### src/hw/rtl/ftpr_pkg.sv
// ----------------------------------------------------------------------------
// ftpr_pkg
// shared types and constants of the file transfer packet receiver
// ----------------------------------------------------------------------------
`timescale 1ns / 1ps
`default_nettype none

package ftpr_pkg;

    localparam int SIZE_BYTES_MAX = 4;
    localparam int NAME_BYTES_MAX = 256;
    localparam int NAME_AW        = $clog2(NAME_BYTES_MAX);
    localparam int POS_W          = 9;
    localparam int LEN_W          = 3;
    localparam int FIFO_DEPTH     = 4;
    localparam int FIFO_AW        = $clog2(FIFO_DEPTH);
    localparam int PADDR_W        = 5;

    // register indexes
    localparam logic [2:0] REG_CODE_DATA  = 3'd0;
    localparam logic [2:0] REG_CODE_START = 3'd1;
    localparam logic [2:0] REG_CODE_END   = 3'd2;
    localparam logic [2:0] REG_TYPE_SIZE  = 3'd3;
    localparam logic [2:0] REG_TYPE_NAME  = 3'd4;

    // event kinds
    localparam logic [2:0] EVK_NAME     = 3'd0;
    localparam logic [2:0] EVK_START    = 3'd1;
    localparam logic [2:0] EVK_PAYLOAD  = 3'd2;
    localparam logic [2:0] EVK_COMPLETE = 3'd3;
    localparam logic [2:0] EVK_ERROR    = 3'd4;

    // error codes
    localparam logic [3:0] ERR_NONE      = 4'd0;
    localparam logic [3:0] ERR_START     = 4'd1;
    localparam logic [3:0] ERR_SIZE_TYPE = 4'd2;
    localparam logic [3:0] ERR_SIZE_LONG = 4'd3;
    localparam logic [3:0] ERR_NAME_TYPE = 4'd4;
    localparam logic [3:0] ERR_SEQUENCE  = 4'd5;
    localparam logic [3:0] ERR_OVERFLOW  = 4'd6;
    localparam logic [3:0] ERR_BAD_CODE  = 4'd7;
    localparam logic [3:0] ERR_MISMATCH  = 4'd8;
    localparam logic [3:0] ERR_TRUNCATED = 4'd9;

    typedef enum logic [2:0] {
        PH_START,
        PH_IDLE,
        PH_DATA,
        PH_END,
        PH_SKIP,
        PH_DONE,
        PH_FAIL
    } phase_t;

    typedef struct packed {
        logic [7:0] code_data;
        logic [7:0] code_start;
        logic [7:0] code_end;
        logic [7:0] type_size;
        logic [7:0] type_name;
    } cfg_t;

    // queue entry: a finished event, or a name compare resolved in the back
    typedef struct packed {
        logic [2:0]         kind;
        logic [7:0]         value;
        logic [31:0]        offset;
        logic [31:0]        fsize;
        logic [3:0]         err;
        logic               cmp;
        logic               cmp_last;
        logic [NAME_AW-1:0] addr;
    } qent_t;

endpackage

`default_nettype wire

### src/hw/rtl/ftpr_if.sv
// ----------------------------------------------------------------------------
// ftpr stream interfaces
// valid/ready channels for packet bytes and receiver events
// ----------------------------------------------------------------------------
`timescale 1ns / 1ps
`default_nettype none

interface ftpr_in_if;
    logic       valid;
    logic       ready;
    logic [7:0] rx_byte;
    logic       packet_end;

    modport source (output valid, output rx_byte, output packet_end, input ready);
    modport sink (input valid, input rx_byte, input packet_end, output ready);
endinterface

interface ftpr_out_if;
    logic        valid;
    logic        ready;
    logic [2:0]  event_kind;
    logic [7:0]  byte_value;
    logic [31:0] byte_offset;
    logic [31:0] file_size;
    logic [3:0]  error_code;

    modport source (output valid, output event_kind, output byte_value,
                    output byte_offset, output file_size, output error_code,
                    input ready);
    modport sink (input valid, input event_kind, input byte_value,
                  input byte_offset, input file_size, input error_code,
                  output ready);
endinterface

`default_nettype wire

### src/hw/rtl/ftpr_ram.sv
// ----------------------------------------------------------------------------
// ftpr_ram
// generic single write, single read ram with registered read
// ----------------------------------------------------------------------------
`timescale 1ns / 1ps
`default_nettype none

module ftpr_ram #(
    parameter int WIDTH = 8,
    parameter int DEPTH = 256,
    parameter int AW    = $clog2(DEPTH)
) (
    input  wire logic             clk,
    input  wire logic             we,
    input  wire logic [AW-1:0]    waddr,
    input  wire logic [WIDTH-1:0] wdata,
    input  wire logic             re,
    input  wire logic [AW-1:0]    raddr,
    output logic      [WIDTH-1:0] rdata
);

    logic [WIDTH-1:0] mem [DEPTH];

    always_ff @(posedge clk)
    begin
        if (we)
        begin
            mem[waddr] <= wdata;
        end
        if (re)
        begin
            rdata <= mem[raddr];
        end
    end

endmodule

`default_nettype wire

### src/hw/rtl/ftpr_front.sv
// ----------------------------------------------------------------------------
// ftpr_front
// packet parser: classifies each byte and queues the resulting event
// ----------------------------------------------------------------------------
`timescale 1ns / 1ps
`default_nettype none

module ftpr_front (
    input  wire logic                        clk,
    input  wire logic                        rst_n,
    input  wire logic                        accept,
    input  wire logic [7:0]                  rx_byte,
    input  wire logic                        packet_end,
    input  wire ftpr_pkg::cfg_t              cfg,
    output logic                             push,
    output ftpr_pkg::qent_t                  push_ent,
    output logic                             name_we,
    output logic [ftpr_pkg::NAME_AW-1:0]     name_waddr
);

    localparam int PW = ftpr_pkg::POS_W;

    ftpr_pkg::phase_t                phase_reg, phase_next;
    logic [PW-1:0]                   pos_reg, pos_next;
    logic [31:0]                     acc_reg, acc_next;
    logic [31:0]                     dsize_reg, dsize_next;
    logic [ftpr_pkg::LEN_W-1:0]      slen_reg, slen_next;
    logic [7:0]                      nlen_reg, nlen_next;
    logic [7:0]                      seq_reg, seq_next;
    logic [31:0]                     rcnt_reg, rcnt_next;
    logic [15:0]                     drem_reg, drem_next;

    logic [3:0]                      err;
    logic                            complete;
    logic                            active;
    logic [PW-1:0]                   l_pos3, l_pos4;
    logic [7:0]                      name_idx;
    logic [1:0]                      size_k;
    logic [15:0]                     drem_cur;

    always_ff @(posedge clk or negedge rst_n)
    begin
        if (!rst_n)
        begin
            phase_reg <= ftpr_pkg::PH_START;
            pos_reg   <= '0;
            acc_reg   <= '0;
            dsize_reg <= '0;
            slen_reg  <= '0;
            nlen_reg  <= '0;
            seq_reg   <= '0;
            rcnt_reg  <= '0;
            drem_reg  <= '0;
        end
        else
        begin
            phase_reg <= phase_next;
            pos_reg   <= pos_next;
            acc_reg   <= acc_next;
            dsize_reg <= dsize_next;
            slen_reg  <= slen_next;
            nlen_reg  <= nlen_next;
            seq_reg   <= seq_next;
            rcnt_reg  <= rcnt_next;
            drem_reg  <= drem_next;
        end
    end

    assign l_pos3   = PW'(slen_reg) + PW'(3);
    assign l_pos4   = PW'(slen_reg) + PW'(4);
    assign name_idx = 8'(pos_reg - PW'(5) - PW'(slen_reg));
    assign size_k   = 2'(pos_reg - PW'(3));
    assign drem_cur = {drem_reg[15:8], rx_byte};

    always_comb
    begin
        phase_next = phase_reg;
        pos_next   = pos_reg;
        acc_next   = acc_reg;
        dsize_next = dsize_reg;
        slen_next  = slen_reg;
        nlen_next  = nlen_reg;
        seq_next   = seq_reg;
        rcnt_next  = rcnt_reg;
        drem_next  = drem_reg;
        err        = ftpr_pkg::ERR_NONE;
        complete   = 1'b0;
        active     = 1'b0;
        push       = 1'b0;
        name_we    = 1'b0;
        name_waddr = ftpr_pkg::NAME_AW'(name_idx);
        push_ent   = '0;
        push_ent.fsize  = dsize_reg;
        push_ent.value  = rx_byte;
        push_ent.offset = rcnt_reg;
        push_ent.addr   = ftpr_pkg::NAME_AW'(name_idx);

        if (accept)
        begin
            unique case (phase_reg)
                ftpr_pkg::PH_START:
                begin
                    active = 1'b1;
                    if (pos_reg == PW'(0))
                    begin
                        if (rx_byte != cfg.code_start) err = ftpr_pkg::ERR_START;
                    end
                    else if (pos_reg == PW'(1))
                    begin
                        if (rx_byte != cfg.type_size) err = ftpr_pkg::ERR_SIZE_TYPE;
                    end
                    else if (pos_reg == PW'(2))
                    begin
                        if (rx_byte > 8'(ftpr_pkg::SIZE_BYTES_MAX))
                        begin
                            err = ftpr_pkg::ERR_SIZE_LONG;
                        end
                        else
                        begin
                            slen_next = ftpr_pkg::LEN_W'(rx_byte);
                            acc_next  = '0;
                        end
                    end
                    else if (pos_reg < l_pos3)
                    begin
                        acc_next = acc_reg | ({24'd0, rx_byte} << {size_k, 3'd0});
                    end
                    else if (pos_reg == l_pos3)
                    begin
                        if (rx_byte != cfg.type_name) err = ftpr_pkg::ERR_NAME_TYPE;
                        else dsize_next = acc_reg;
                    end
                    else if (pos_reg == l_pos4)
                    begin
                        nlen_next      = rx_byte;
                        rcnt_next      = '0;
                        push           = 1'b1;
                        push_ent.kind  = ftpr_pkg::EVK_START;
                        push_ent.value = '0;
                        push_ent.offset = '0;
                        complete       = (rx_byte == 8'd0);
                    end
                    else
                    begin
                        name_we         = 1'b1;
                        push            = 1'b1;
                        push_ent.kind   = ftpr_pkg::EVK_NAME;
                        push_ent.offset = {24'd0, name_idx};
                        complete        = (9'(name_idx) + 9'd1 == 9'(nlen_reg));
                    end
                    pos_next = pos_reg + PW'(1);
                    if (err == ftpr_pkg::ERR_NONE && complete)
                    begin
                        phase_next = packet_end ? ftpr_pkg::PH_IDLE : ftpr_pkg::PH_SKIP;
                        pos_next   = '0;
                    end
                end
                ftpr_pkg::PH_IDLE:
                begin
                    active = 1'b1;
                    if (rx_byte == cfg.code_data)
                    begin
                        phase_next = ftpr_pkg::PH_DATA;
                    end
                    else if (rx_byte == cfg.code_end)
                    begin
                        phase_next = ftpr_pkg::PH_END;
                        acc_next   = '0;
                    end
                    else
                    begin
                        err = ftpr_pkg::ERR_BAD_CODE;
                    end
                    pos_next = PW'(1);
                end
                ftpr_pkg::PH_DATA:
                begin
                    active = 1'b1;
                    if (pos_reg == PW'(1))
                    begin
                        if (rx_byte != seq_reg) err = ftpr_pkg::ERR_SEQUENCE;
                    end
                    else if (pos_reg == PW'(2))
                    begin
                        drem_next = {rx_byte, 8'd0};
                    end
                    else if (pos_reg == PW'(3))
                    begin
                        drem_next = drem_cur;
                        complete  = (drem_cur == 16'd0);
                    end
                    else if (rcnt_reg >= dsize_reg)
                    begin
                        err = ftpr_pkg::ERR_OVERFLOW;
                    end
                    else
                    begin
                        push          = 1'b1;
                        push_ent.kind = ftpr_pkg::EVK_PAYLOAD;
                        rcnt_next     = rcnt_reg + 32'd1;
                        drem_next     = drem_reg - 16'd1;
                        complete      = (drem_reg == 16'd1);
                    end
                    if (pos_reg < PW'(4)) pos_next = pos_reg + PW'(1);
                    if (err == ftpr_pkg::ERR_NONE && complete)
                    begin
                        seq_next   = seq_reg + 8'd1;
                        phase_next = packet_end ? ftpr_pkg::PH_IDLE : ftpr_pkg::PH_SKIP;
                        pos_next   = '0;
                    end
                end
                ftpr_pkg::PH_END:
                begin
                    active = 1'b1;
                    if (pos_reg == PW'(1))
                    begin
                        if (rx_byte != cfg.type_size) err = ftpr_pkg::ERR_MISMATCH;
                    end
                    else if (pos_reg == PW'(2))
                    begin
                        if (rx_byte != 8'(slen_reg)) err = ftpr_pkg::ERR_MISMATCH;
                    end
                    else if (pos_reg < l_pos3)
                    begin
                        acc_next = acc_reg | ({24'd0, rx_byte} << {size_k, 3'd0});
                    end
                    else if (pos_reg == l_pos3)
                    begin
                        if (acc_reg != dsize_reg || rx_byte != cfg.type_name)
                            err = ftpr_pkg::ERR_MISMATCH;
                    end
                    else if (pos_reg == l_pos4)
                    begin
                        if (rx_byte != nlen_reg)
                        begin
                            err = ftpr_pkg::ERR_MISMATCH;
                        end
                        else if (rx_byte == 8'd0)
                        begin
                            // empty name: nothing to compare
                            complete       = 1'b1;
                            push           = 1'b1;
                            push_ent.kind  = ftpr_pkg::EVK_COMPLETE;
                            push_ent.value = '0;
                        end
                    end
                    else
                    begin
                        // name compare finished in the back against the store
                        push              = 1'b1;
                        push_ent.cmp      = 1'b1;
                        complete          = (9'(name_idx) + 9'd1 == 9'(nlen_reg));
                        push_ent.cmp_last = complete;
                    end
                    pos_next = pos_reg + PW'(1);
                    if (err == ftpr_pkg::ERR_NONE && complete)
                    begin
                        phase_next = ftpr_pkg::PH_DONE;
                    end
                end
                ftpr_pkg::PH_SKIP:
                begin
                    if (packet_end)
                    begin
                        phase_next = ftpr_pkg::PH_IDLE;
                        pos_next   = '0;
                    end
                end
                default:
                begin
                end
            endcase

            if (active && err == ftpr_pkg::ERR_NONE && !complete && packet_end)
            begin
                err = ftpr_pkg::ERR_TRUNCATED;
            end
            if (err != ftpr_pkg::ERR_NONE)
            begin
                push       = 1'b1;
                push_ent   = '0;
                push_ent.kind = ftpr_pkg::EVK_ERROR;
                push_ent.err  = err;
                name_we    = 1'b0;
                phase_next = ftpr_pkg::PH_FAIL;
            end
        end
    end

endmodule

`default_nettype wire

### src/hw/rtl/ftpr_fifo.sv
// ----------------------------------------------------------------------------
// ftpr_fifo
// short event queue between parser and output side
// ----------------------------------------------------------------------------
`timescale 1ns / 1ps
`default_nettype none

module ftpr_fifo (
    input  wire logic            clk,
    input  wire logic            rst_n,
    input  wire logic            push,
    input  wire ftpr_pkg::qent_t push_ent,
    input  wire logic            pop,
    output logic                 full,
    output logic                 head_valid,
    output ftpr_pkg::qent_t      head
);

    localparam int AW = ftpr_pkg::FIFO_AW;

    ftpr_pkg::qent_t  slot_reg [ftpr_pkg::FIFO_DEPTH];
    logic [AW-1:0]    wptr_reg, rptr_reg;
    logic [AW:0]      cnt_reg;
    logic             do_push, do_pop;

    assign full       = (cnt_reg == (AW+1)'(ftpr_pkg::FIFO_DEPTH));
    assign head_valid = (cnt_reg != '0);
    assign head       = slot_reg[rptr_reg];
    assign do_push    = push && !full;
    assign do_pop     = pop && head_valid;

    always_ff @(posedge clk or negedge rst_n)
    begin
        if (!rst_n)
        begin
            wptr_reg <= '0;
            rptr_reg <= '0;
            cnt_reg  <= '0;
        end
        else
        begin
            if (do_push) wptr_reg <= wptr_reg + AW'(1);
            if (do_pop) rptr_reg <= rptr_reg + AW'(1);
            if (do_push && !do_pop) cnt_reg <= cnt_reg + (AW+1)'(1);
            else if (do_pop && !do_push) cnt_reg <= cnt_reg - (AW+1)'(1);
        end
    end

    always_ff @(posedge clk)
    begin
        if (do_push)
        begin
            slot_reg[wptr_reg] <= push_ent;
        end
    end

endmodule

`default_nettype wire

### src/hw/rtl/ftpr_back.sv
// ----------------------------------------------------------------------------
// ftpr_back
// drains the queue, resolves name compares, holds the output register
// ----------------------------------------------------------------------------
`timescale 1ns / 1ps
`default_nettype none

module ftpr_back (
    input  wire logic                    clk,
    input  wire logic                    rst_n,
    input  wire logic                    head_valid,
    input  wire ftpr_pkg::qent_t         head,
    output logic                         pop,
    output logic                         name_re,
    output logic [ftpr_pkg::NAME_AW-1:0] name_raddr,
    input  wire logic [7:0]              name_rdata,
    ftpr_out_if.source                   evt
);

    ftpr_pkg::qent_t a_reg;
    logic            a_valid_reg;
    logic            mm_reg, mm_next;
    logic            o_valid_reg;
    ftpr_pkg::qent_t o_reg, o_next;
    logic            produce;
    logic            advance;
    logic            mm_now;

    assign advance    = !o_valid_reg || evt.ready;
    assign pop        = advance && head_valid;
    assign name_re    = advance;
    assign name_raddr = head.addr;

    always_comb
    begin
        mm_now  = mm_reg || (name_rdata != a_reg.value);
        mm_next = mm_reg;
        o_next  = a_reg;
        produce = 1'b1;
        if (a_reg.cmp)
        begin
            mm_next = mm_now;
            produce = a_reg.cmp_last;
            o_next  = '0;
            if (mm_now)
            begin
                o_next.kind = ftpr_pkg::EVK_ERROR;
                o_next.err  = ftpr_pkg::ERR_MISMATCH;
            end
            else
            begin
                o_next.kind   = ftpr_pkg::EVK_COMPLETE;
                o_next.offset = a_reg.offset;
                o_next.fsize  = a_reg.fsize;
            end
        end
    end

    always_ff @(posedge clk or negedge rst_n)
    begin
        if (!rst_n)
        begin
            a_valid_reg <= 1'b0;
            o_valid_reg <= 1'b0;
            mm_reg      <= 1'b0;
        end
        else if (advance)
        begin
            a_valid_reg <= head_valid;
            o_valid_reg <= a_valid_reg && produce;
            if (a_valid_reg) mm_reg <= mm_next;
        end
    end

    always_ff @(posedge clk)
    begin
        if (advance)
        begin
            a_reg <= head;
            o_reg <= o_next;
        end
    end

    assign evt.valid       = o_valid_reg;
    assign evt.event_kind  = o_reg.kind;
    assign evt.byte_value  = o_reg.value;
    assign evt.byte_offset = o_reg.offset;
    assign evt.file_size   = o_reg.fsize;
    assign evt.error_code  = o_reg.err;

endmodule

`default_nettype wire

### src/hw/rtl/file_transfer_packet_receiver.sv
// ----------------------------------------------------------------------------
// file_transfer_packet_receiver
// receive side of a length/type/value file transfer over link-layer packets
// ----------------------------------------------------------------------------
// takes one packet byte per cycle on rx, sustained, and reports name bytes,
// start accepted, payload bytes with their file offset, completion or one
// error on evt, registered in the queue, then in a_reg and then in o_reg;
// the parser feeds a four-entry event queue, and the output side
// reads the 256-byte name store (one read port, registered) to check the end
// packet's name, so rx only stalls when the queue fills under evt back
// pressure; the name store needs no clearing pass after reset; after an
// error or completion all bytes are swallowed until reset; configuration
// registers (control codes and type bytes) sit on an apb-style port at byte
// addresses 0 to 16 and should only be written while the block is idle
`timescale 1ns / 1ps
`default_nettype none

module file_transfer_packet_receiver (
    input  wire logic                         clk,
    input  wire logic                         rst_n,
    ftpr_in_if.sink                           rx,
    ftpr_out_if.source                        evt,
    input  wire logic                         psel,
    input  wire logic                         penable,
    input  wire logic                         pwrite,
    input  wire logic [ftpr_pkg::PADDR_W-1:0] paddr,
    input  wire logic [31:0]                  pwdata,
    output logic      [31:0]                  prdata,
    output logic                              pready
);

    ftpr_pkg::cfg_t                cfg_reg;
    logic [2:0]                    reg_idx;
    logic                          cfg_wr;
    logic [7:0]                    rd_byte;

    logic                          accept;
    logic                          push;
    ftpr_pkg::qent_t               push_ent;
    logic                          full;
    logic                          head_valid;
    ftpr_pkg::qent_t               head;
    logic                          pop;
    logic                          name_we;
    logic [ftpr_pkg::NAME_AW-1:0]  name_waddr;
    logic                          name_re;
    logic [ftpr_pkg::NAME_AW-1:0]  name_raddr;
    logic [7:0]                    name_rdata;

    // configuration port, zero wait states
    assign pready  = 1'b1;
    assign reg_idx = paddr[4:2];
    assign cfg_wr  = psel && penable && pwrite;

    always_ff @(posedge clk or negedge rst_n)
    begin
        if (!rst_n)
        begin
            cfg_reg.code_data  <= 8'd1;
            cfg_reg.code_start <= 8'd2;
            cfg_reg.code_end   <= 8'd3;
            cfg_reg.type_size  <= 8'd0;
            cfg_reg.type_name  <= 8'd1;
        end
        else if (cfg_wr)
        begin
            unique case (reg_idx)
                ftpr_pkg::REG_CODE_DATA:  cfg_reg.code_data  <= pwdata[7:0];
                ftpr_pkg::REG_CODE_START: cfg_reg.code_start <= pwdata[7:0];
                ftpr_pkg::REG_CODE_END:   cfg_reg.code_end   <= pwdata[7:0];
                ftpr_pkg::REG_TYPE_SIZE:  cfg_reg.type_size  <= pwdata[7:0];
                ftpr_pkg::REG_TYPE_NAME:  cfg_reg.type_name  <= pwdata[7:0];
                default:
                begin
                end
            endcase
        end
    end

    always_comb
    begin
        unique case (reg_idx)
            ftpr_pkg::REG_CODE_DATA:  rd_byte = cfg_reg.code_data;
            ftpr_pkg::REG_CODE_START: rd_byte = cfg_reg.code_start;
            ftpr_pkg::REG_CODE_END:   rd_byte = cfg_reg.code_end;
            ftpr_pkg::REG_TYPE_SIZE:  rd_byte = cfg_reg.type_size;
            ftpr_pkg::REG_TYPE_NAME:  rd_byte = cfg_reg.type_name;
            default:                  rd_byte = 8'd0;
        endcase
    end

    assign prdata = {24'd0, rd_byte};

    // rx takes a transfer whenever the queue has room
    assign rx.ready = !full;
    assign accept   = rx.valid && !full;

    // front: parser and name store writes
    ftpr_front u_front (
        .clk        (clk),
        .rst_n      (rst_n),
        .accept     (accept),
        .rx_byte    (rx.rx_byte),
        .packet_end (rx.packet_end),
        .cfg        (cfg_reg),
        .push       (push),
        .push_ent   (push_ent),
        .name_we    (name_we),
        .name_waddr (name_waddr)
    );

    // event queue
    ftpr_fifo u_fifo (
        .clk        (clk),
        .rst_n      (rst_n),
        .push       (push),
        .push_ent   (push_ent),
        .pop        (pop),
        .full       (full),
        .head_valid (head_valid),
        .head       (head)
    );

    // name store, written at the start packet, read back at the end packet
    ftpr_ram #(
        .WIDTH (8),
        .DEPTH (ftpr_pkg::NAME_BYTES_MAX)
    ) u_name_ram (
        .clk   (clk),
        .we    (name_we),
        .waddr (name_waddr),
        .wdata (rx.rx_byte),
        .re    (name_re),
        .raddr (name_raddr),
        .rdata (name_rdata)
    );

    // back: compare resolution and output register
    ftpr_back u_back (
        .clk        (clk),
        .rst_n      (rst_n),
        .head_valid (head_valid),
        .head       (head),
        .pop        (pop),
        .name_re    (name_re),
        .name_raddr (name_raddr),
        .name_rdata (name_rdata),
        .evt        (evt)
    );

endmodule

`default_nettype wire

### src/flat_wrapper.sv
// flat-port wrapper written by rule: the top's interface ports become plain ports
module file_transfer_packet_receiver_flat 
  (clk, rst_n, psel, penable, pwrite, paddr, pwdata, prdata, pready, rx_valid, rx_rx_byte, rx_packet_end, rx_ready, evt_valid, evt_event_kind, evt_byte_value, evt_byte_offset, evt_file_size, evt_error_code, evt_ready);
  ftpr_in_if rx_i ();
  ftpr_out_if evt_i ();
  input  wire logic clk;
  input  wire logic rst_n;
  input  wire logic psel;
  input  wire logic penable;
  input  wire logic pwrite;
  input  wire logic [ftpr_pkg::PADDR_W-1:0] paddr;
  input  wire logic [31:0] pwdata;
  output logic      [31:0] prdata;
  output logic pready;
  input wire logic [$bits(rx_i.valid)-1:0] rx_valid;
  input wire logic [$bits(rx_i.rx_byte)-1:0] rx_rx_byte;
  input wire logic [$bits(rx_i.packet_end)-1:0] rx_packet_end;
  output wire logic [$bits(rx_i.ready)-1:0] rx_ready;
  output wire logic [$bits(evt_i.valid)-1:0] evt_valid;
  output wire logic [$bits(evt_i.event_kind)-1:0] evt_event_kind;
  output wire logic [$bits(evt_i.byte_value)-1:0] evt_byte_value;
  output wire logic [$bits(evt_i.byte_offset)-1:0] evt_byte_offset;
  output wire logic [$bits(evt_i.file_size)-1:0] evt_file_size;
  output wire logic [$bits(evt_i.error_code)-1:0] evt_error_code;
  input wire logic [$bits(evt_i.ready)-1:0] evt_ready;
  assign rx_i.valid = rx_valid;
  assign rx_i.rx_byte = rx_rx_byte;
  assign rx_i.packet_end = rx_packet_end;
  assign rx_ready = rx_i.ready;
  assign evt_valid = evt_i.valid;
  assign evt_event_kind = evt_i.event_kind;
  assign evt_byte_value = evt_i.byte_value;
  assign evt_byte_offset = evt_i.byte_offset;
  assign evt_file_size = evt_i.file_size;
  assign evt_error_code = evt_i.error_code;
  assign evt_i.ready = evt_ready;
  file_transfer_packet_receiver u_core (.clk(clk), .rst_n(rst_n), .rx(rx_i), .evt(evt_i), .psel(psel), .penable(penable), .pwrite(pwrite), .paddr(paddr), .pwdata(pwdata), .prdata(prdata), .pready(pready));
endmodule
### config.mk
export PLATFORM = sky130hd
export DESIGN_NAME = file_transfer_packet_receiver_flat
export DESIGN_NICKNAME = d
export VERILOG_FILES = /design/src/hw/rtl/ftpr_pkg.sv /design/src/hw/rtl/ftpr_if.sv /design/src/hw/rtl/ftpr_ram.sv /design/src/hw/rtl/ftpr_front.sv /design/src/hw/rtl/ftpr_fifo.sv /design/src/hw/rtl/ftpr_back.sv /design/src/hw/rtl/file_transfer_packet_receiver.sv /design/src/flat_wrapper.sv
export SDC_FILE = /design/constraint.sdc
export NUM_CORES = 2
export LEC_CHECK = 0
export BUFFER_PORTS_ARGS = -buffer_cell sky130_fd_sc_hd__buf_4
export CAP_MARGIN = 10
export CORE_MARGIN = 3
export CORE_UTILIZATION = 40
export CTS_BUF_LIST = sky130_fd_sc_hd__clkbuf_8 sky130_fd_sc_hd__clkbuf_16
export CTS_CLUSTER_DIAMETER = 40
export DETAILED_ROUTE_END_ITERATION = 10
export PLACE_DENSITY = 0.65
export SYNTH_ARGS = -nofsm -noshare
export SYNTH_HDL_FRONTEND = slang
export SYNTH_SLANG_ARGS = --single-unit
export TNS_END_PERCENT = 20
### constraint.sdc
create_clock -name clk -period 9.78 [get_ports clk]
set_clock_uncertainty 0.05 [all_clocks]
set_input_delay 1.467 -clock clk [delete_from_list [all_inputs] [get_ports clk]]
set_output_delay 1.467 -clock clk [all_outputs]
set_load 0.01 [all_outputs]
After elaboration in Yosys (flattened, before gate mapping)
Memories as Yosys holds them, arrays and structs flattened. A register that Yosys moved wholly into a read port is not among the register bits.
Cells that the tools add are included.
W data, S select, Z words.
{"block": "op_classes", "mux": 168, "addsub": 14, "n_bitwise": 8, "magnitude_cmp": 4, "reduce_logical": 56, "n_eq_ne": 51, "shifts": 1}
{"cell": "$mux W32", "count": 20}
{"cell": "$mux W89", "count": 3}
{"cell": "$mux W41", "count": 5}
{"cell": "$pmux W32 S3", "count": 1}
{"cell": "$mux W4", "count": 23}
{"cell": "$mux W10", "count": 7}
{"cell": "$mux W64", "count": 1}
{"cell": "$pmux W32 S2", "count": 1}
{"cell": "$mux W3", "count": 20}
{"cell": "$mux W1", "count": 58}
{"cell": "$mux W16", "count": 3}
{"cell": "$ne A8 B8 Y1", "count": 6}
{"cell": "$pmux W9 S5", "count": 1}
{"cell": "$pmux W8 S5", "count": 1}
{"cell": "$mux W9", "count": 4}
{"cell": "$ne A2 B2 Y1 const B", "count": 17}
{"cell": "$add A32 B1 Y32 const B", "count": 1}
{"cell": "$ge A32 B32 Y1", "count": 1}
{"cell": "$ne A32 B32 Y1", "count": 1}
{"cell": "$or A32 B32 Y32", "count": 1}
{"cell": "$shl A8 B5 Y32", "count": 1}
{"cell": "$mux W2", "count": 12}
{"cell": "$ne A3 B3 Y1 const B", "count": 7}
{"cell": "$eq A9 B2 Y1 const B", "count": 2}
{"cell": "other kinds (55)", "count": 105}
{"block": "word_totals", "n_memories": 2, "word_cells": 338, "output_inout_bits": 114, "register_bits": 361, "inputBits": 53, "mem_bits_rw": 2404}
{"memory": "u_core.u_name_ram.mem", "words": 256, "word_bits": 8, "rd": 1, "rd_clocked_by_memory_dff": 1, "wr": 1, "line_no": "ftpr_ram.sv:22", "source": "logic [WIDTH-1:0] mem [DEPTH];"}
{"memory": "u_core.u_fifo.slot_reg", "words": 4, "word_bits": 89, "rd": 1, "rd_clocked_by_memory_dff": 0, "wr": 1, "line_no": "ftpr_fifo.sv:21", "source": "ftpr_pkg::qent_t slot_reg [ftpr_pkg::FIFO_DEPTH];"}

Depth between registers and ports, before layout
{"block": "depth", "word_depth": 27, "mapped_depth": 23, "depth_no_buf": 21}

Cells and area by module
A second synthesis with hierarchy kept.
{"block": "unflattened", "cells_unflattened": 6040, "area_unflattened_um2": 111978.6}
{"module": "ftpr_ram", "instances": 1, "cells_per_inst": 3733, "seq_area_each_um2": 61739.2, "area_per_inst_um2": 79628.9}
{"module": "ftpr_fifo", "instances": 1, "cells_per_inst": 500, "seq_area_each_um2": 10865.4, "area_per_inst_um2": 13352.8}
{"module": "ftpr_front", "instances": 1, "cells_per_inst": 1200, "seq_area_each_um2": 3578.4, "area_per_inst_um2": 10406.2}
{"module": "ftpr_back", "instances": 1, "cells_per_inst": 438, "seq_area_each_um2": 4879.7, "area_per_inst_um2": 6478.7}
{"module": "file_transfer_packet_receiver", "instances": 1, "cells_per_inst": 169, "seq_area_each_um2": 1007.2, "area_per_inst_um2": 2112.0}

Least setup slack after synthesis
No wires, ideal clock.
{"block": "synth_timing", "path_type": "register to register", "start": "register u_core.u_front.pos_reg[1]", "end": "memory u_core.u_fifo.slot_reg[0][0] in the netlist's numbering (enable)", "t_arrival_ns": 7.709, "period_less_slack_ns": 8.307, "setup_slack_ns": 1.473, "setup_time_ns": 0.548, "path_buffers": 1, "path_stages_with_launch": 16, "required_time_ns": 9.182, "path_cell_list": "dfrtp_1 > ha_1 > ha_1 > inv_1 > fa_1 > or4b_1 > a2111oi_0 > nor4_1 > a41oi_1 > o211ai_2 > o2111a_2 > a211oi_4 > o21ai_1 > and2_1 > buf_2 > nor2b_1"}
{"block": "synth_between", "elab_chain_len": 25, "elab_cells_between_ends": 81, "classes_between": "add/sub: 3; order compare: 1; eq/ne: 6; mux: 63; reduce/logical: 8"}
{"element": "start, declared", "line_no": "ftpr_front.sv:24", "source": "logic [PW-1:0] pos_reg, pos_next;"}
{"element": "start signal, assigned", "line_no": "ftpr_front.sv:58", "source": "pos_reg <= pos_next;"}
{"element": "$sub A8 B3 Y8 (2 in series)", "line_no": "ftpr_front.sv:71", "source": "assign name_idx = 8'(pos_reg - PW'(5) - PW'(slen_reg));"}
{"element": "$add A8 B1 Y9", "line_no": "ftpr_front.sv:149, ftpr_front.sv:252"}
{"element": "$eq A9 B8 Y1", "line_no": "ftpr_front.sv:149, ftpr_front.sv:252"}
{"element": "$mux W1", "line_no": "ftpr_front.sv:133", "source": "else if (pos_reg == l_pos4)"}
{"element": "$mux W1", "line_no": "ftpr_front.sv:128", "source": "else if (pos_reg == l_pos3)"}
{"element": "$mux W1", "line_no": "ftpr_front.sv:124", "source": "else if (pos_reg < l_pos3)"}
{"element": "$mux W1", "line_no": "ftpr_front.sv:112", "source": "else if (pos_reg == PW'(2))"}
{"element": "$mux W1", "line_no": "ftpr_front.sv:108", "source": "else if (pos_reg == PW'(1))"}
{"element": "[... 8 more ...]"}
{"element": "$mux W4", "line_no": "ftpr_front.sv:274", "source": "if (active && err == ftpr_pkg::ERR_NONE && !complete && packet_end)"}
{"element": "$mux W4", "line_no": "ftpr_front.sv:98", "source": "if (accept)"}
{"element": "$reduce_bool A4 Y1", "line_no": "ftpr_front.sv:278", "source": "if (err != ftpr_pkg::ERR_NONE)"}
{"element": "$mux W1 (*)", "line_no": "ftpr_front.sv:278"}
{"element": "$mux W1 (*)", "line_no": "ftpr_front.sv:98"}
{"element": "$logic_and A1 B1 Y1 (*)", "line_no": "ftpr_fifo.sv:29", "source": "assign do_push = push && !full;"}
{"element": "$mux W1 (*)", "line_no": "ftpr_fifo.sv:51", "source": "if (do_push)"}
{"element": "$mux W1 (not written as such) (*)", "line_no": "ftpr_fifo.sv:53", "source": "slot_reg[wptr_reg] <= push_ent;"}
{"element": "end, declared", "line_no": "ftpr_fifo.sv:21"}
Every way passes the cells marked *; elsewhere a longest branch is shown, timed or not. The select of a mux whose other input is x is not followed.

Worst setup path in the final report
{"block": "layout_timing", "start": "register u_core.u_front.pos_reg[1]", "end": "memory u_core.u_name_ram.mem[81][2] (enable)"}
{"block": "layout_between", "elab_chain_len": 24, "elab_cells_between_ends": 73, "classes_between": "add/sub: 3; order compare: 1; eq/ne: 6; mux: 56; reduce/logical: 7"}
{"element": "$sub A8 B3 Y8 (2 in series)", "line_no": "ftpr_front.sv:71"}
{"element": "$add A8 B1 Y9", "line_no": "ftpr_front.sv:149, ftpr_front.sv:252"}
{"element": "$eq A9 B8 Y1", "line_no": "ftpr_front.sv:149, ftpr_front.sv:252"}
{"element": "$mux W1", "line_no": "ftpr_front.sv:133"}
{"element": "$mux W1", "line_no": "ftpr_front.sv:128"}
{"element": "$mux W1", "line_no": "ftpr_front.sv:124"}
{"element": "$mux W1", "line_no": "ftpr_front.sv:112"}
{"element": "$mux W1", "line_no": "ftpr_front.sv:108"}
{"element": "[... 6 more ...]"}
{"element": "$logic_and A1 B1 Y1 (2 in series)", "line_no": "ftpr_front.sv:274"}
{"element": "$mux W4", "line_no": "ftpr_front.sv:274"}
{"element": "$mux W4", "line_no": "ftpr_front.sv:98"}
{"element": "$reduce_bool A4 Y1", "line_no": "ftpr_front.sv:278"}
{"element": "$mux W1", "line_no": "ftpr_front.sv:278"}
{"element": "$mux W1", "line_no": "ftpr_front.sv:98"}
{"element": "$mux W1", "line_no": "ftpr_ram.sv:26", "source": "if (we)"}
{"element": "$mux W1 (not written as such)", "line_no": "ftpr_ram.sv:28", "source": "mem[waddr] <= wdata;"}
{"element": "end, declared", "line_no": "ftpr_ram.sv:22"}
Several ways; a longest one is shown, not always the timed one. The select of a mux whose other input is x is not followed.

==> summary.txt <==
Pwr
  • Sequential share of power: between 30% and 40%
  • P per Cell Area: ~300 nW/um^2
  • Share of total power in combinational logic: between 20% and 30%
  • NetSw: around 12,000 uW
  • Internal Power: 26,500 uW
  • Leakage: about 0.042 uW
  • Overall power: a little under 40,000 uW
  • Worst IR Drop VDD: roughly 280 uV
  • Clk network pwr share: 34.2%
  • Switch share: 31.3%

Setup path
  • R2R Setup Slk: about 2.0 ns
  • Worst Path Arrival: 8.18 ns
  • CP endpoint kind: register
  • FF-to-FF Start: u_core.u_front.pos_reg[1]
  • Worst endpoint required time: about 10 ns
  • CP Launch Type: register
  • CP startpoint: u_core.u_front.pos_reg[1]
  • WS Path Type: register to register
  • Crit path max fanout: 64
  • R2R Path End: u_core.u_name_ram.mem[81][2]
  • CP endpoint: u_core.u_name_ram.mem[81][2]
  • FF-to-FF path depth: 16

Floorplanning
  • Top Ports: ~170
  • Die area: roughly 280,000 sq um
  • Starting Density: 40.3%
  • Core Area: between 200,000 and 300,000 sq um
  • Row count: between 150 and 200
  • Die width: approximately 530 um
  • Chip height: about 530 um

Global routing
  • GRT Util Overall: between 15 and 20%
  • Vias in the first global route: roughly 57,000
  • First-pass GRT wire length: 384 mm
  • Total congestion overflow: 0
  • Antenna violations before repair: 10
  • Pin count of the biggest net entering global routing: 160

Synth
  • Post-Synthesis Cells: roughly 5,800
  • Commonest cells post-synth: edfxtp_1 (2,572), mux4_2 (663), nor2_1 (359)
  • EDFF count, synth: 2,572
  • Yosys reg bits: around 2,800
  • Largest cells by area after synthesis: edfxtp_1 (70%), mux4_2 (13%), dfrtp_1 (4.2%), nor2_1 (1.2%), nand2_1 (1.0%)
  • Avg Cell Area, Syn: 19.1 sq um
  • Ys async rst share: roughly 7.0%
  • Ys flop type: edfxtp_1
  • Post-synth top area share: between 60% and 70%
  • Synth warn: 0
  • Area leader, netlist: edfxtp_1
  • Top-count cell post-synth: edfxtp_1
  • Synth cell types: just over 90
  • Seq/Total Area, Yosys: between 70% and 80%
  • Mapped Area: around 110,000 sq um

Clock network
  • H-tree depth: 5
  • Postcts setup bufs: 0
  • Hold-fix buffers, CTS: 0
  • Resize count post-CTS: 0
  • Insertion delay to the later sink of the worst-skew pair: 0.92 ns
  • Root buffer selected by CTS: clkbuf_16
  • Deepest clock path buffer count: 4
  • Sink Count: roughly 2,800
  • Number of buffers created by CTS: about 360
  • Register clock-pin slew on the reported worst setup and hold paths: 0.06 ns
  • CTS tree: built

Layout
  • Max FFs per register: around 2,000
  • Area delta synth->final: 16.0%
  • Fin util: between 40% and 50%
  • Final Net Count: between 6,000 and 7,000
  • Design area: roughly 130,000 sq um
  • Share of cells above drive strength 1: 26.0%

Placed design
  • IO buf count: 115
  • HPWL after DPL: 158 mm
  • Gpl congestion: ~0.9
  • Placed instance area: approximately 120,000 sq um

Route
  • 1st-iter DRT viols: 5,939
  • Wire length per cell: ~26 um
  • Final ANT Viol Nets: 0
  • Via-to-Cell Ratio: 5.60
  • Detailed-route via count: about 56,000
  • First-pass detailed-route iteration total: 10
  • Post-route DRC violation count: 1
  • Drt total wl: approximately 260 mm

Flow run
  • Max Cap Viol: 0

Run status
  • Failing checks: DRC
  • Status: complete, but fails checks

Timing
  • Final Slew Violations: 0
  • Hold Vio Cnt, Final: 0
  • Max-slew headroom: around an eighth
  • Period minus WS final: between 7 and 8 ns
  • Final setup violation count: 0
  • Setup_tns: 0 ns
  • Slew @ Worst Pin: approximately 1.3 ns
  • RSZ-0062 raised after global routing: false
  • Tcrit/Tclk final: 79.8%
  • Highest clock rate: 128 MHz

Worst hold path
  • Type of the most critical hold path: register to register
==> critical path, stage by stage, from the launching register on <==
cell and delay (ns):
dfrtp_1 0.43, ha_1 0.32, ha_1 0.22, inv_1 0.08
fa_1 0.56, xor2_2 0.90, nor2_1 0.08, buf_4 0.27
nand2_1 0.15, buf_4 0.25, nor3_1 0.10, a211oi_1 0.32
o2111a_2 0.36, a211oi_4 0.12, nor3_4 0.79, nand3_4 0.94
nor3_1 1.37
==> metrics by stage <==
stage                     setup slack [ns]  hold slack (ns)  instances
after floorplan                       1.47            0.394       5808
after CTS                             2.10            0.439      10049
final                                 1.98            0.434      10065
after detailed placement              2.14            0.427       9388
after global routing                  1.69            0.471      10064
after global placement                2.26            0.427       9385
==> worst min-delay path by stage <==
stage                                   start                        end  cells after the start
global placement     u_core.u_fifo.cnt_reg[2]   u_core.u_fifo.cnt_reg[2]                      1
detailed placement  u_core.u_front.seq_reg[7]  u_core.u_front.seq_reg[7]                      1
floorplan                u_core.u_back.mm_reg       u_core.u_back.mm_reg                      1
finish              u_core.u_front.seq_reg[7]  u_core.u_front.seq_reg[7]                      1
global route        u_core.u_front.seq_reg[7]  u_core.u_front.seq_reg[7]                      1
CTS                 u_core.u_front.seq_reg[7]  u_core.u_front.seq_reg[7]                      1
==> power by group through the flow <==
stage | sequential, uW | combinational [uW] | clock (uW)
2_1_floorplan | 14500 | 7270 | 0
3_3_place_gp | 14600 | 11000 | 0
3_5_place_dp | 14600 | 11100 | 0
4_1_cts | 14400 | 11100 | 13400
5_1_grt | 14400 | 11700 | 13900
6_report | 14300 | 11000 | 13200
==> layout make-up <==
| type | instances | area [sq um] |
|---|---|---|
| Antenna cell | 2 | 5.00 |
| Clock buffer | 373 | 9300 |
| Clock inverter | 288 | 2940 |
| Fill cell | 22489 | 146000 |
| Inverter | 74 | 278 |
| Multi-Input combinational cell | 2623 | 27100 |
| Sequential cell | 2765 | 82100 |
| Tap cell | 3686 | 4610 |
| Timing Repair Buffer | 254 | 2050 |
==> layout by cell type, fill, tap and decap left out, types with 60 or more instances in the layout <==
master,Yosys,final
nand3_1,108,107
o21ai_0,67,66
and3_1,69,69
a21oi_1,69,68
and2_1,117,117
mux4_2,663,661
clkbuf_16,0,370
nand2_1,304,304
buf_4,26,224
nor3_1,97,97
ha_1,60,60
nor2_1,359,357
inv_1,74,106
mux2_2,92,92
xnor2_1,101,100
dfrtp_1,188,186
edfxtp_1,2572,2572
==> cell families after synthesis <==
group | count (synthesis) | share of synthesized area, %
other | 2 | 0.00678
DFF | 2765 | 74.1
adders and majority gates | 62 | 0.714
and+or+nand+nor | 1207 | 5.18
AOI/OAI and AO/OA | 386 | 2.40
muxes | 785 | 14.7
buffers and inverters | 420 | 1.60
xor gates and xnor gates | 158 | 1.26
==> metal layers <==
metal  vias up  track usage [%]  part of all wire, %
met1     29541             24.8                   41
li1      23946                -                    -
met3       445             4.00                  8.1
met5         -                0                 0.15
met4        10             4.72                  2.4
met2      2395             29.0                   48
Note: power is estimated with default switching activity, not from simulation.
